===== config.mk =====
export PLATFORM = sky130hd
export DESIGN_NAME = fraf_cell
export DESIGN_NICKNAME = d
export VERILOG_FILES = /design/src/rtl/fraf_pkg.sv /design/src/rtl/fraf_cell.sv
export SDC_FILE = /design/constraint.sdc
export NUM_CORES = 1
export LEC_CHECK = 0
export ABC_AREA = 0
export BUFFER_PORTS_ARGS = -buffer_cell sky130_fd_sc_hd__buf_2
export CORE_MARGIN = 5
export CORE_UTILIZATION = 30
export DETAILED_ROUTE_END_ITERATION = 6
export GPL_ROUTABILITY_DRIVEN = 0
export GPL_TIMING_DRIVEN = 0
export HOLD_SLACK_MARGIN = 0.06
export SLEW_MARGIN = 25
export SYNTH_ARGS = -nofsm -noshare
export SYNTH_HDL_FRONTEND = slang
export SYNTH_SLANG_ARGS = --single-unit

===== constraint.sdc =====
create_clock -name i_clk -period 1.9 [get_ports i_clk]
set_clock_uncertainty 0.15 [all_clocks]
set_input_delay 0.095 -clock i_clk [delete_from_list [all_inputs] [get_ports i_clk]]
set_output_delay 0.095 -clock i_clk [all_outputs]
set_load 0.03 [all_outputs]

===== src/rtl/fraf_pkg.sv =====
// Package for the recent-address filter: widths, register map, cell types and phase codes.
// Depends on nothing; every other file of the block imports it.
package fraf_pkg;

    localparam int ADDR_W  = 64;
    localparam int DEPTH_W = 7;
    localparam int DATA_W  = 32;
    localparam int PADDR_W = 3;

    localparam logic [DEPTH_W-1:0] ACTIVE_DEPTH_RESET = 7'd64;
    localparam logic CFG_IDX_ACTIVE_DEPTH = 1'b0;

    typedef struct packed {
        logic              valid;
        logic [ADDR_W-1:0] addr;
    } t_cell_state;

    typedef struct packed {
        logic shift;
        logic clear;
    } t_cell_ctrl;

    typedef enum logic [2:0] {
        S_IDLE = 3'b001,
        S_CMP  = 3'b010,
        S_DEC  = 3'b100
    } t_phase;

endpackage


===== src/rtl/fraf_cell.sv =====
// One cell of the filter chain: holds one address and its valid bit, compares it against
// the search key and takes its neighbor's contents on an insert. Depends on fraf_pkg.
module fraf_cell (
    input  logic                        i_clk,
    input  logic                        i_rst_n,
    input  fraf_pkg::t_cell_ctrl        i_ctrl,
    input  logic                        i_keep,
    input  logic [fraf_pkg::ADDR_W-1:0] i_key,
    input  fraf_pkg::t_cell_state       i_prev,
    output fraf_pkg::t_cell_state       o_state,
    output logic                        o_hit
);
    import fraf_pkg::*;

    logic              r_valid;
    logic [ADDR_W-1:0] r_addr;
    logic              r_hit;

    always_ff @(posedge i_clk) begin
        if (!i_rst_n) begin
            r_valid <= 1'b0;
        end else if (i_ctrl.clear) begin
            r_valid <= 1'b0;
        end else if (i_ctrl.shift) begin
            r_valid <= i_prev.valid & i_keep;
        end
    end

    always_ff @(posedge i_clk) begin
        if (i_ctrl.shift) begin
            r_addr <= i_prev.addr;
        end
    end

    always_ff @(posedge i_clk) begin
        if (!i_rst_n) begin
            r_hit <= 1'b0;
        end else begin
            r_hit <= r_valid && (r_addr == i_key);
        end
    end

    assign o_state.valid = r_valid;
    assign o_state.addr  = r_addr;
    assign o_hit         = r_hit;

endmodule


==> results.json <==
{
  "r2r_end": "o_hit",
  "p_clk_frac": 0.330,
  "place_area_sq_um": 3890,
  "synth.area.mux_share": 0,
  "die_h_um": 105.8,
  "synth_top_family_by_area": "XOR/XNOR gates",
  "cts.path.max_buffers": 2,
  "die_area_sq_um": 11190,
  "antenna_found_initial": 0,
  "crit_end": "o_hit",
  "drt-pass1-iter-count": 4,
  "final-hold-violation-count": 0,
  "clk_latency_ns": 0.33,
  "nFillCells": 799,
  "avgSynthCellArea_sq_um": 15.46,
  "fin_crit_sh": 0.9274,
  "syn-cell-area_sq_um": 2753,
  "max_slew.worst_pin.slew_ns": 0.8391,
  "vias": 2501,
  "end_kind": "register",
  "synth_compound_area_frac": 0.05182,
  "num_rows": 35,
  "report.final.slew_viol_count": 0,
  "fin_crit_ns": 1.762,
  "io_pins": 200,
  "wl_per_cell_um": 14.97,
  "grt-ovfl-total": 0,
  "power_frac_seq": 0.461,
  "synth-simple-area-share": 0.06182,
  "diodes": 0,
  "synth_warnings": 0,
  "total_leakage_power_uw": 0.002113,
  "area_growth_pct": 76.95,
  "r2r.worst_path.cells": 5,
  "cts_max_level": 3,
  "grt_first_pass_wirelength_um": 13570,
  "syn_nets": 312,
  "synthCells": 178,
  "drv_cap": 0,
  "ant_nets": 0,
  "pwr-share-comb": 0.209,
  "setup.worst_path.start": "r_addr[62]",
  "numPortBuffers": 199,
  "grt_use_total": 0.1543,
  "swShare": 0.2722,
  "power.switching_uw": 1060,
  "ys_ff_latch": 66,
  "rsz0062_at_grt": "no",
  "drc": 0,
  "peakVddDrop_uv": 399.9,
  "start_kind": "register",
  "viasPerCell": 4.320,
  "max_freq_mhz": 567.5,
  "multi_input_area_sq_um": 728.2,
  "internal_power_uw": 2835,
  "synthAdderAreaFrac": 0,
  "min_path_type": "in2reg",
  "postCtsSetupBuffers": 0,
  "die_w_um": 105.8,
  "timing.reg2reg.setup_slack_ns": 0.14,
  "cts_root_buf": "clkbuf_8",
  "cts-buffers-inserted": 9,
  "status": "finished, final reports clean",
  "crit_type": "reg2reg",
  "drtIter0Drc": 64,
  "initial_utilization": 0.3022,
  "ys_seq_area_frac": 0.7127,
  "finalNetCount": 597,
  "hpwl_um": 6262,
  "wl_um": 8670,
  "grt_pass1_vias": 2821,
  "cp_max_fo": 2,
  "relSlewSlack": 0.4406,
  "grt_max_degree": 67,
  "worstPathArrival_ns": 1.86,
  "setup_viol_count_final": 0,
  "clkTransAtPathRegs_ns": 0.07,
  "cts_tree": "done",
  "clock_sinks": 66,
  "cp.required_ns": 2.00,
  "final-seq-area_sq_um": 1962,
  "core_area_sq_um": 9109,
  "powerDensity_nw_per_um2": 799.7,
  "layout-drive-gt1-share": 0.4679,
  "final_cell_area_sq_um": 4871,
  "timing.rr.start": "r_addr[62]",
  "finalSetupTns_ns": 0,
  "yosysUniqueCellTypes": 23,
  "synth_xor_area_frac": 0.1464
}
[stage by stage]
step	util	std cells	total power, uW	hold slack [ns]	worst slack, ns
global placement	0.4268	488	2504	0.1116	0.04277
CTS	0.5334	579	3949	0.06374	0.009305
finish	0.5348	579	3895	0.07463	0.1380
floorplan	-	178	2199	0.02115	0.2430
detailed placement	0.4271	488	2518	0.1170	0.02258
global route	0.5348	579	4091	0.07639	0.01275
[cells in the final DEF (no fill, tap or decap), types with 2 or more instances in the layout]
cell           Yosys  final
buf_2              0    198
dlygate4sd3_1      0     75
edfxtp_1          64     64
xnor2_1           40     40
inv_1             18     18
nand4_1           11     11
clkbuf_8           0      9
o22ai_1            7      7
xor2_1             6      6
a22oi_1            4      4
a221oi_1           3      3
nor3_1             3      3
nand2_1            3      3
nor2b_1            2      2
o2bb2ai_1          2      2
and2_0             2      2
nor4_2             0      2
buf_4              1      2
bufinv_16          0      2
clkinvlp_4         0      2
clkinv_2           0      2
dfxtp_1            2      2
[flip-flops by register name (all words and copies together), names as in the netlist]
name,flops
r_addr,64
r_valid,1
o_hit,1
[metal layers]
| layer | track usage | part of all wire | vias to the layer above |
|---|---|---|---|
| met2 | 0.2928 | 0.55 | 105 |
| li1 | - | - | 1232 |
| met5 | 0 | 0 | - |
| met3 | 0.04838 | 0.077 | 10 |
| met1 | 0.1608 | 0.36 | 1154 |
| met4 | 0.04718 | 0.010 | 0 |
[worst min-delay path by stage]
stage | from | endpoint | slack (ns) | depth (start not counted)
final | i_key[20] | o_hit | 0.07 | 6
after global routing | i_key[63] | o_hit | 0.08 | 5
after CTS | i_key[19] | o_hit | 0.06 | 6
after detailed placement | i_ctrl[0] | r_valid | 0.12 | 2
after global placement | i_ctrl[0] | r_valid | 0.11 | 2
after floorplan | i_ctrl[0] | r_valid | 0.02 | 1
[cells in the mapped netlist (all sizes together)]
cell type  instances  share of area
edfxtp            64           0.70
xnor2             40           0.13
inv               18          0.025
nand4             11          0.025
o22ai              7          0.016
xor2               6          0.019
a22oi              4          0.011
a221oi             3         0.0095
nand2              3         0.0041
nor3               3         0.0055
nor4               3         0.0068
and2               2         0.0045
dfxtp              2          0.015
nor2b              2         0.0045
o2bb2ai            2         0.0064
a2111oi            1         0.0036
a31oi              1         0.0023
buf                1         0.0027
nand3              1         0.0018
nor2               1         0.0014
nor3b              1         0.0027
nor4b              1         0.0055
o221ai             1         0.0032
[repair_timing]
action                                  CTS  global route
hold buffers                             75             0
endpoints found under the hold margin    66             0
endpoints found under the setup margin    0             1
resized for setup                         0             2
[worst max-delay path, cell delays in order, from the launching register on]
cell and delay, ns:
edfxtp_1 0.42, xor2_1 0.17, nor4_2 0.32, nand4_1 0.13, nor3_1 0.27, nor4b_2 0.22
[area by class of cell]
type                    instances  area share
inverters                      18     0.01387
flip-flops and latches         66      0.4028
well taps                     111     0.02851
multi-input cells              93      0.1495
plain buffers                   1    0.001541
repair buffers                274      0.3591
clock buffers                   9     0.02543
clock inverters                 7     0.01927
[logic make-up (layout without fill, tap and decap cells)]
logic type                count (synthesis)  count (layout)
xor gates and xnor gates                 46              46
buffers and inverters                    19             309
AOI/OAI and AO/OA                        19              19
and+or+nand+nor                          28              28
DFF                                      66              66
[power by group through the flow]
stage	Sequential [uW]	Clock [uW]	Combinational, uW
final	1800	1290	813
after global routing	1810	1410	871
after CTS	1800	1340	810
after detailed placement	1830	0	688
after global placement	1820	0	679
after floorplan	2050	0	154
(Power assumes the default switching activity.)
